`src/sv/cna_pkg.sv`:
```
`default_nettype none

package cna_pkg;

  localparam int ACTION_W = 2;
  localparam int CHAN_W   = 6;
  localparam int TAG_W    = 16;
  localparam int STATUS_W = 2;
  localparam int LIMIT_W  = 7;

  localparam int APB_ADDR_W = 3;
  localparam int APB_DATA_W = 32;

  localparam logic [LIMIT_W-1:0] LIMIT_RESET = 7'd64;

  // Register index taken from the word address bit.
  localparam logic REG_CHANNEL_LIMIT = 1'b0;

  localparam logic [ACTION_W-1:0] ACT_ALLOC  = 2'd0;
  localparam logic [ACTION_W-1:0] ACT_FREE   = 2'd1;
  localparam logic [ACTION_W-1:0] ACT_LOOKUP = 2'd2;

  localparam logic [STATUS_W-1:0] STATUS_OK      = 2'd0;
  localparam logic [STATUS_W-1:0] STATUS_NO_FREE = 2'd1;
  localparam logic [STATUS_W-1:0] STATUS_BAD_IDX = 2'd2;

  typedef enum logic [2:0] {
    ST_IDLE,
    ST_SCAN,
    ST_CHECK,
    ST_LOOK,
    ST_DONE
  } state_t;

endpackage

`default_nettype wire

```
`src/sv/cna_if.sv`:
```
`default_nettype none

interface cna_req_if;
  logic                           valid;
  logic                           ready;
  logic [cna_pkg::ACTION_W-1:0]   action;
  logic [cna_pkg::CHAN_W-1:0]     channel_in;
  logic [cna_pkg::TAG_W-1:0]      tag_in;

  modport source (output valid, action, channel_in, tag_in, input ready);
  modport sink   (input valid, action, channel_in, tag_in, output ready);
endinterface

interface cna_rsp_if;
  logic                           valid;
  logic                           ready;
  logic [cna_pkg::STATUS_W-1:0]   status;
  logic [cna_pkg::CHAN_W-1:0]     channel_out;
  logic                           occupied;
  logic [cna_pkg::TAG_W-1:0]      tag_out;

  modport source (output valid, status, channel_out, occupied, tag_out, input ready);
  modport sink   (input valid, status, channel_out, occupied, tag_out, output ready);
endinterface

`default_nettype wire

```
`src/sv/channel_number_allocator_top.sv`:
```
// Channel   Dir  Handshake     Payload
// req       in   valid/ready   action, channel_in, tag_in
// rsp       out  valid/ready   status, channel_out, occupied, tag_out
// apb       in   psel/penable  channel_limit at byte address 0
//
// One item at a time: free, an unused code or a lookup at/above the mark go
// to DONE; a lookup below it reads the slot in LOOK; allocate steps through
// SCAN and CHECK from the low hint to reuse a free slot, grow or report full.
// Reset clears the state, hint, high-water mark and output valid, not the slot
// memory; slots at or above the mark are never read, so no clearing pass.
// A waiting result sits in the output register while the next item is taken.
`default_nettype none

module channel_number_allocator_top #(
  parameter int CHANNELS = 64,
  parameter int TAG_BITS = 16
) (
  input  wire logic                             clk,
  input  wire logic                             rst,
  input  wire logic                             psel,
  input  wire logic                             penable,
  input  wire logic                             pwrite,
  input  wire logic [cna_pkg::APB_ADDR_W-1:0]   paddr,
  input  wire logic [cna_pkg::APB_DATA_W-1:0]   pwdata,
  output logic      [cna_pkg::APB_DATA_W-1:0]   prdata,
  output logic                                  pready,
  cna_req_if.sink                               req,
  cna_rsp_if.source                             rsp
);

  localparam int IDX_W = $clog2(CHANNELS);
  localparam int CNT_W = $clog2(CHANNELS + 1);
  localparam int CMP_W = (CNT_W > cna_pkg::LIMIT_W) ? CNT_W : cna_pkg::LIMIT_W;
  localparam int SW    = (TAG_BITS < cna_pkg::TAG_W) ? TAG_BITS : cna_pkg::TAG_W;

  logic [cna_pkg::LIMIT_W-1:0] channel_limit;

  cna_apb_regs u_regs (
    .clk           (clk),
    .rst           (rst),
    .psel          (psel),
    .penable       (penable),
    .pwrite        (pwrite),
    .paddr         (paddr),
    .pwdata        (pwdata),
    .prdata        (prdata),
    .pready        (pready),
    .channel_limit (channel_limit)
  );

  // Slot memory: busy bit on top of the tag.
  logic [SW:0]      mem [CHANNELS];
  logic [SW:0]      rd_data;
  logic             mem_we;
  logic [IDX_W-1:0] mem_waddr;
  logic [SW:0]      mem_wdata;
  logic             mem_re;
  logic [IDX_W-1:0] mem_raddr;

  always_ff @(posedge clk) begin
    if (mem_we) begin
      mem[mem_waddr] <= mem_wdata;
    end
    if (mem_re) begin
      rd_data <= mem[mem_raddr];
    end
  end

  cna_pkg::state_t state, state_next;

  logic [SW-1:0]                tag, tag_next;
  logic [CNT_W-1:0]             idx, idx_next;
  logic [CNT_W-1:0]             low_hint, low_hint_next;
  logic [CNT_W-1:0]             high_water, high_water_next;
  logic [cna_pkg::STATUS_W-1:0] res_status, res_status_next;
  logic [cna_pkg::CHAN_W-1:0]   res_chan, res_chan_next;
  logic                         res_occ, res_occ_next;
  logic [SW-1:0]                res_tag, res_tag_next;

  logic                         out_valid;
  logic                         out_load;
  logic [cna_pkg::STATUS_W-1:0] out_status;
  logic [cna_pkg::CHAN_W-1:0]   out_chan;
  logic                         out_occ;
  logic [SW-1:0]                out_tag;

  logic [CMP_W-1:0] in_ch_ext;
  logic [CMP_W-1:0] idx_ext;
  logic [CMP_W-1:0] hw_ext;
  logic [CMP_W-1:0] hint_ext;
  logic [CMP_W-1:0] lim_ext;
  logic [CMP_W-1:0] eff_limit;

  assign in_ch_ext = CMP_W'(req.channel_in);
  assign idx_ext   = CMP_W'(idx);
  assign hw_ext    = CMP_W'(high_water);
  assign hint_ext  = CMP_W'(low_hint);
  assign lim_ext   = CMP_W'(channel_limit);
  assign eff_limit = (lim_ext > CMP_W'(CHANNELS)) ? CMP_W'(CHANNELS) : lim_ext;

  always_ff @(posedge clk) begin
    if (rst) begin
      state      <= cna_pkg::ST_IDLE;
      low_hint   <= '0;
      high_water <= '0;
    end else begin
      state      <= state_next;
      low_hint   <= low_hint_next;
      high_water <= high_water_next;
    end
  end

  always_ff @(posedge clk) begin
    tag        <= tag_next;
    idx        <= idx_next;
    res_status <= res_status_next;
    res_chan   <= res_chan_next;
    res_occ    <= res_occ_next;
    res_tag    <= res_tag_next;
  end

  always_comb begin
    state_next      = state;
    tag_next        = tag;
    idx_next        = idx;
    low_hint_next   = low_hint;
    high_water_next = high_water;
    res_status_next = res_status;
    res_chan_next   = res_chan;
    res_occ_next    = res_occ;
    res_tag_next    = res_tag;
    mem_we          = 1'b0;
    mem_waddr       = idx[IDX_W-1:0];
    mem_wdata       = {1'b1, tag};
    mem_re          = 1'b0;
    mem_raddr       = idx[IDX_W-1:0];
    out_load        = 1'b0;
    req.ready       = 1'b0;

    unique case (state)
      cna_pkg::ST_IDLE: begin
        req.ready = 1'b1;
        if (req.valid) begin
          tag_next        = req.tag_in[SW-1:0];
          res_status_next = cna_pkg::STATUS_OK;
          res_chan_next   = req.channel_in;
          res_occ_next    = 1'b0;
          res_tag_next    = '0;
          state_next      = cna_pkg::ST_DONE;
          unique case (req.action)
            cna_pkg::ACT_ALLOC: begin
              idx_next   = low_hint;
              state_next = cna_pkg::ST_SCAN;
            end
            cna_pkg::ACT_FREE: begin
              if (in_ch_ext >= hw_ext) begin
                res_status_next = cna_pkg::STATUS_BAD_IDX;
              end else begin
                mem_we    = 1'b1;
                mem_waddr = in_ch_ext[IDX_W-1:0];
                mem_wdata = '0;
                if (in_ch_ext < hint_ext) begin
                  low_hint_next = in_ch_ext[CNT_W-1:0];
                end
              end
            end
            cna_pkg::ACT_LOOKUP: begin
              if (in_ch_ext < hw_ext) begin
                mem_re     = 1'b1;
                mem_raddr  = in_ch_ext[IDX_W-1:0];
                state_next = cna_pkg::ST_LOOK;
              end
            end
            default: begin
            end
          endcase
        end
      end

      cna_pkg::ST_SCAN: begin
        if (idx_ext < hw_ext) begin
          mem_re     = 1'b1;
          state_next = cna_pkg::ST_CHECK;
        end else if (hw_ext >= eff_limit) begin
          res_status_next = cna_pkg::STATUS_NO_FREE;
          res_chan_next   = '0;
          state_next      = cna_pkg::ST_DONE;
        end else begin
          // Grow: take the slot at the high-water mark.
          mem_we          = 1'b1;
          mem_waddr       = high_water[IDX_W-1:0];
          low_hint_next   = high_water + 1'b1;
          high_water_next = high_water + 1'b1;
          res_chan_next   = hw_ext[cna_pkg::CHAN_W-1:0];
          state_next      = cna_pkg::ST_DONE;
        end
      end

      cna_pkg::ST_CHECK: begin
        if (!rd_data[SW]) begin
          mem_we        = 1'b1;
          low_hint_next = idx + 1'b1;
          res_chan_next = idx_ext[cna_pkg::CHAN_W-1:0];
          state_next    = cna_pkg::ST_DONE;
        end else begin
          idx_next   = idx + 1'b1;
          state_next = cna_pkg::ST_SCAN;
        end
      end

      cna_pkg::ST_LOOK: begin
        res_occ_next = rd_data[SW];
        res_tag_next = rd_data[SW] ? rd_data[SW-1:0] : '0;
        state_next   = cna_pkg::ST_DONE;
      end

      cna_pkg::ST_DONE: begin
        // Hold until the output register is free.
        if (!out_valid || rsp.ready) begin
          out_load   = 1'b1;
          state_next = cna_pkg::ST_IDLE;
        end
      end

      default: begin
        state_next = cna_pkg::ST_IDLE;
      end
    endcase
  end

  always_ff @(posedge clk) begin
    if (rst) begin
      out_valid <= 1'b0;
    end else if (out_load) begin
      out_valid <= 1'b1;
    end else if (rsp.ready) begin
      out_valid <= 1'b0;
    end
  end

  always_ff @(posedge clk) begin
    if (out_load) begin
      out_status <= res_status;
      out_chan   <= res_chan;
      out_occ    <= res_occ;
      out_tag    <= res_tag;
    end
  end

  assign rsp.valid       = out_valid;
  assign rsp.status      = out_status;
  assign rsp.channel_out = out_chan;
  assign rsp.occupied    = out_occ;
  assign rsp.tag_out     = cna_pkg::TAG_W'(out_tag);

endmodule

`default_nettype wire

```
`src/sv/cna_apb_regs.sv`:
```
`default_nettype none

module cna_apb_regs (
  input  wire logic                             clk,
  input  wire logic                             rst,
  input  wire logic                             psel,
  input  wire logic                             penable,
  input  wire logic                             pwrite,
  input  wire logic [cna_pkg::APB_ADDR_W-1:0]   paddr,
  input  wire logic [cna_pkg::APB_DATA_W-1:0]   pwdata,
  output logic      [cna_pkg::APB_DATA_W-1:0]   prdata,
  output logic                                  pready,
  output logic      [cna_pkg::LIMIT_W-1:0]      channel_limit
);

  logic sel_limit;

  assign pready    = 1'b1;
  assign sel_limit = (paddr[2] == cna_pkg::REG_CHANNEL_LIMIT);

  always_ff @(posedge clk) begin
    if (rst) begin
      channel_limit <= cna_pkg::LIMIT_RESET;
    end else if (psel && penable && pwrite && pready && sel_limit) begin
      channel_limit <= pwdata[cna_pkg::LIMIT_W-1:0];
    end
  end

  always_comb begin
    prdata = '0;
    if (sel_limit) begin
      prdata = cna_pkg::APB_DATA_W'(channel_limit);
    end
  end

endmodule

`default_nettype wire

```
`src/flat_wrapper.sv`:
```
// flat-port wrapper written by rule: the top's interface ports become plain ports
module channel_number_allocator_top_flat 
#(
  parameter int CHANNELS = 64,
  parameter int TAG_BITS = 16
)
  (clk, rst, psel, penable, pwrite, paddr, pwdata, prdata, pready, req_valid, req_action, req_channel_in, req_tag_in, req_ready, rsp_valid, rsp_status, rsp_channel_out, rsp_occupied, rsp_tag_out, rsp_ready);
  cna_req_if req_i ();
  cna_rsp_if rsp_i ();
  input  wire logic clk;
  input  wire logic rst;
  input  wire logic psel;
  input  wire logic penable;
  input  wire logic pwrite;
  input  wire logic [cna_pkg::APB_ADDR_W-1:0] paddr;
  input  wire logic [cna_pkg::APB_DATA_W-1:0] pwdata;
  output logic      [cna_pkg::APB_DATA_W-1:0] prdata;
  output logic pready;
  input wire logic [$bits(req_i.valid)-1:0] req_valid;
  input wire logic [$bits(req_i.action)-1:0] req_action;
  input wire logic [$bits(req_i.channel_in)-1:0] req_channel_in;
  input wire logic [$bits(req_i.tag_in)-1:0] req_tag_in;
  output wire logic [$bits(req_i.ready)-1:0] req_ready;
  output wire logic [$bits(rsp_i.valid)-1:0] rsp_valid;
  output wire logic [$bits(rsp_i.status)-1:0] rsp_status;
  output wire logic [$bits(rsp_i.channel_out)-1:0] rsp_channel_out;
  output wire logic [$bits(rsp_i.occupied)-1:0] rsp_occupied;
  output wire logic [$bits(rsp_i.tag_out)-1:0] rsp_tag_out;
  input wire logic [$bits(rsp_i.ready)-1:0] rsp_ready;
  assign req_i.valid = req_valid;
  assign req_i.action = req_action;
  assign req_i.channel_in = req_channel_in;
  assign req_i.tag_in = req_tag_in;
  assign req_ready = req_i.ready;
  assign rsp_valid = rsp_i.valid;
  assign rsp_status = rsp_i.status;
  assign rsp_channel_out = rsp_i.channel_out;
  assign rsp_occupied = rsp_i.occupied;
  assign rsp_tag_out = rsp_i.tag_out;
  assign rsp_i.ready = rsp_ready;
  channel_number_allocator_top #(.CHANNELS(CHANNELS), .TAG_BITS(TAG_BITS)) u_core (.clk(clk), .rst(rst), .psel(psel), .penable(penable), .pwrite(pwrite), .paddr(paddr), .pwdata(pwdata), .prdata(prdata), .pready(pready), .req(req_i), .rsp(rsp_i));
endmodule
```
`config.mk`:
```
export PLATFORM = sky130hd
export DESIGN_NAME = channel_number_allocator_top_flat
export DESIGN_NICKNAME = d
export VERILOG_FILES = /design/src/sv/cna_pkg.sv /design/src/sv/cna_if.sv /design/src/sv/channel_number_allocator_top.sv /design/src/sv/cna_apb_regs.sv /design/src/flat_wrapper.sv
export SDC_FILE = /design/constraint.sdc
export NUM_CORES = 1
export LEC_CHECK = 0
export BUFFER_PORTS_ARGS = -buffer_cell sky130_fd_sc_hd__buf_2
export CAP_MARGIN = 20
export CORE_MARGIN = 3
export CORE_UTILIZATION = 40
export DETAILED_ROUTE_END_ITERATION = 8
export SLEW_MARGIN = 20
export SYNTH_ARGS = -nofsm -noshare
export SYNTH_HDL_FRONTEND = slang
export SYNTH_SLANG_ARGS = --single-unit
```
`constraint.sdc`:
```
create_clock -name clk -period 9.75 [get_ports clk]
set_clock_uncertainty 0.15 [all_clocks]
set_input_delay 2.925 -clock clk [delete_from_list [all_inputs] [get_ports clk]]
set_output_delay 2.925 -clock clk [all_outputs]
set_load 0.01 [all_outputs]
```
==> impl_metrics.sql <==
INSERT INTO impl_metrics (metric_group, metric, value, unit) VALUES
('global_route', 'number_of_global_route_vias_before_repair', '25920', ''),
('clocking', 'clock_path_buffers', '3', ''),
('die', 'placeableCoreArea', '117000', 'um^2'),
('setup_path', 'crit_slowest_cell', 'buf_4', ''),
('die', 'die_height', '350.3', 'um'),
('pwr', 'p_int', '8620', 'uW'),
('setup_path', 'critical_path.startpoint_type', 'input port', ''),
('sta', 'final.min_clock_period', '7.744', 'ns'),
('setup_path', 'worst_path_dominant_cell_family', 'simple AND/OR/NAND/NOR gates', ''),
('die', 'die_w', '350.3', 'um'),
('die', 'rows', '125', ''),
('setup_path', 'required', '10.00', 'ns'),
('synthesis', 'synth-seq-cells', '1203', ''),
('clocking', 'clock-root-buffer', 'clkbuf_16', ''),
('sta', 'layout_worst_path_cycle_share', '79.42', '%'),
('clocking', 'postCtsResizedCells', '0', ''),
('sta', 'grt_setup_unrepaired', 'false', ''),
('setup_path', 'rr_endpoint', 'u_core.rd_data[8]$_DFFE_PP_', ''),
('detailed_routing', 'detail_route.first_pass.iterations', '6', ''),
('setup_path', 'critical_path_peak_fanout', '67', ''),
('die', 'die-area', '122700', 'um^2'),
('clocking', 'cts.htree.levels', '3', ''),
('detailed_routing', 'post_drt_wl_per_cell', '24.09', 'um'),
('outcome', 'outcome', 'complete, no violations', ''),
('synthesis', 'synth-edff-count', '1178', ''),
('setup_path', 'worst_r2r_startpoint', 'u_core.high_water[2]$_SDFFE_PP0P_', ''),
('clocking', 'cts_hold_buffers', '0', ''),
('global_route', 'global_route.usage.total', '19.19', '%'),
('clocking', 'cts_inserted_buffers', '119', ''),
('final_layout', 'final_cells', '4978', ''),
('pwr', 'total_leakage_power', '0.01857', 'uW'),
('place', 'port_buffers', '72', ''),
('place', 'gp_routability_congestion', '0.8385', ''),
('sta', 'hold_violation_total_from_the_final_report', '0', ''),
('pwr', 'power.clock.fraction', '40.6', '%'),
('synthesis', 'syn_inst', '3202', ''),
('synthesis', 'postSynthAreaPerCell', '14.81', 'um^2'),
('sta', 'max_freq', '129.1', 'MHz'),
('pwr', 'switching_power', '2507', 'uW'),
('pwr', 'ir_worst_vdd', '0.0001362', 'V'),
('setup_path', 'worstSetupEndpointType', 'flop', ''),
('detailed_routing', 'detailedRoute.firstIterationViolations', '3081', ''),
('flow_run', 'timing.max_cap.violations', '0', ''),
('global_route', 'number_of_antenna_violations_at_the_first_check_in_global_routing', '2', ''),
('final_layout', 'drive_gt1_share', '12.37', '%'),
('detailed_routing', 'drt-total-wl', '119.9', 'mm'),
('setup_path', 'r2r_slack', '3.76', 'ns'),
('sta', 'max-slew-margin-rel', '24.96', '%'),
('min_path', 'hold_start', 'u_core.res_tag[7]$_SDFFCE_PN0P_', ''),
('clocking', 'clk-insertion-delay-late', '0.70', 'ns'),
('final_layout', 'final.fill_count', '10140', ''),
('detailed_routing', 'total_number_of_vias', '27490', ''),
('setup_path', 'arrival_time_of_the_worst_setup_path', '7.99', 'ns'),
('setup_path', 'cp_slowest_stage_delay', '0.70', 'ns'),
('place', 'placed_cells', '4756', ''),
('final_layout', 'nets', '3446', ''),
('sta', 'setup-tns-final', '0', 'ns'),
('detailed_routing', 'per_cell_via_count_in_the_routed_design', '5.523', ''),
('clocking', 'tritoncts', 'yes', ''),
('final_layout', 'final-seq-area', '35870', 'um^2'),
('min_path', 'hold_path.class', 'flop to flop', ''),
('setup_path', 'worstPathCellList', 'buf_2 -> ha_1 -> a21oi_1 -> a21oi_1 -> nor3_2 -> mux2i_4 -> buf_12 -> buf_4 -> mux2i_1 -> o22ai_1 -> or4_1 -> nor4_1 -> buf_4 -> nand4_1', ''),
('sta', 'setup_viol', '0', ''),
('final_layout', 'area.growth.synth_to_final', '13.69', '%'),
('detailed_routing', 'antenna_violating_nets_left', '0', ''),
('sta', 'final-max-slew-violation-count', '0', ''),
('pwr', 'power.share.switching', '22.53', '%'),
('clocking', 'cts.clk_slew.worst_paths', '0.06', 'ns'),
('detailed_routing', 'detail_route.drc_violations', '0', ''),
('die', 'initial_utilization', '40.54', '%'),
('sta', 'max_slew.worst_pin.slew', '1.126', 'ns');
[synth_stat cells (20+ instances only)]
library cell,count,area (um^2)
a21oi_1,93,465.5
a221o_1,21,210.2
a31oi_1,71,444.2
a32oi_1,68,595.6
and2_1,38,237.7
and3_1,23,143.9
buf_1,20,75.07
buf_2,31,155.2
buf_4,32,240.2
clkbuf_1,114,427.9
dfxtp_1,25,500.5
edfxtp_1,1178,35370
ha_1,26,325.3
inv_1,27,101.4
mux2i_1,254,2542
nand2_1,630,2365
nand3_1,121,605.6
nand4_1,34,212.7
nor2_1,93,349.1
nor2b_1,22,137.6
o22ai_1,121,757.0
[power by group through the flow]
| stage | logic [uW] | clock network, uW | registers [uW] |
|---|---|---|---|
| CTS | 791 | 4590 | 5820 |
| global route | 846 | 4800 | 5820 |
| global placement | 778 | 0 | 5930 |
| detailed placement | 789 | 0 | 5930 |
| floorplan | 455 | 0 | 5920 |
| finish | 788 | 4520 | 5820 |
[cell type report]
type / instances / area share (%)
antenna: 1 / 0.004641
multi-input combinational: 1798 / 20.00
clock inverter: 83 / 1.439
sequential: 1203 / 66.53
tap: 1524 / 3.536
clock buffer: 137 / 5.688
timing repair buffer: 205 / 2.613
inverter: 27 / 0.1880
[how the worst max path moves through the flow]
stage / cells past startpoint / end / from / slack, ns
2_1_floorplan: 9 / u_core.mem[0][10]$_DFFE_PP_ / req_channel_in[4] / 2.96
3_3_place_gp: 14 / u_core.rd_data[8]$_DFFE_PP_ / req_channel_in[2] / 1.25
3_5_place_dp: 14 / u_core.rd_data[8]$_DFFE_PP_ / req_channel_in[2] / 1.25
4_1_cts: 14 / u_core.rd_data[8]$_DFFE_PP_ / req_channel_in[2] / 1.99
5_1_grt: 14 / u_core.rd_data[8]$_DFFE_PP_ / req_channel_in[2] / 1.74
6_report: 14 / u_core.rd_data[8]$_DFFE_PP_ / req_channel_in[2] / 2.01
[through the flow]
step	setup slack (ns)	util (%)	instance area (um^2)	power, uW	hold slack [ns]
3_5_place_dp	1.250	42.80	50070	6717	0.2545
6_report	2.006	46.09	53920	11130	0.2670
4_1_cts	1.994	46.08	53910	11200	0.2676
5_1_grt	1.738	46.09	53920	11460	0.2724
3_3_place_gp	1.253	42.79	50060	6705	0.2528
2_1_floorplan	2.963	-	47520	6379	0.2503
[metal layers]
| layer | GRT usage, % | share of wire, % | vias up |
|---|---|---|---|
| met3 | 2.649 | 7.2 | 179 |
| met4 | 6.060 | 2.7 | 2 |
| li1 | - | - | 12470 |
| met2 | 31.00 | 48 | 1079 |
| met5 | 0 | 0.011 | - |
| met1 | 27.02 | 43 | 13760 |
[cell usage in the layout (no fill, tap or decap), types with 34 or more instances in the layout]
master / n
mux2i_1: 252
clkinv_1: 34
nand3_1: 121
nand4_1: 34
a21oi_1: 91
buf_4: 128
buf_2: 72
nor2_1: 84
nand2_1: 629
a31oi_1: 71
edfxtp_1: 1178
clkbuf_16: 120
a32oi_1: 68
o22ai_1: 121
[state kept, by name (all words and copies together) (netlist names)]
register,flops
u_core.res_tag,16
u_core.rsp.channel_out,6
u_core.rsp.occupied,1
u_core.high_water,7
u_core.u_regs.channel_limit,7
u_core.hint_ext,7
u_core.tag,16
u_core.state,3
u_core.rsp.valid,1
u_core.rsp.status,2
u_core.res_occ,1
u_core.idx,7
u_core.rsp.tag_out,16
u_core.res_chan,6
u_core.mem,1088
u_core.rd_data,17
u_core.res_status,2
[worst register-to-register path, cell delays in order, from the launching register on]
cell	delay (ns)
dfxtp_1	0.55
inv_1	0.17
ha_1	0.34
a21oi_1	0.19
a21oi_1	0.13
nor3_2	0.64
mux2i_4	0.37
buf_12	0.44
buf_4	0.73
mux2i_1	0.30
o22ai_1	0.15
or4_1	0.55
nor4_1	0.62
buf_4	0.27
nand4_1	0.11
[cells by family (layout without fill, tap and decap cells)]
kind of cell,after synthesis,in the layout,share of synthesized area (%)
AO/OA/AOI/OAI,430,430,6.081
adder cells (fa/ha/maj),26,26,0.6859
AND/OR/NAND/NOR,1043,1043,9.727
other,2,27,0.01583
multiplexers,258,258,5.456
XOR/XNOR,15,15,0.2770
flip-flops,1203,1203,75.64
buffers and inverters,225,452,2.118
Power figures use the tool's default switching activity.
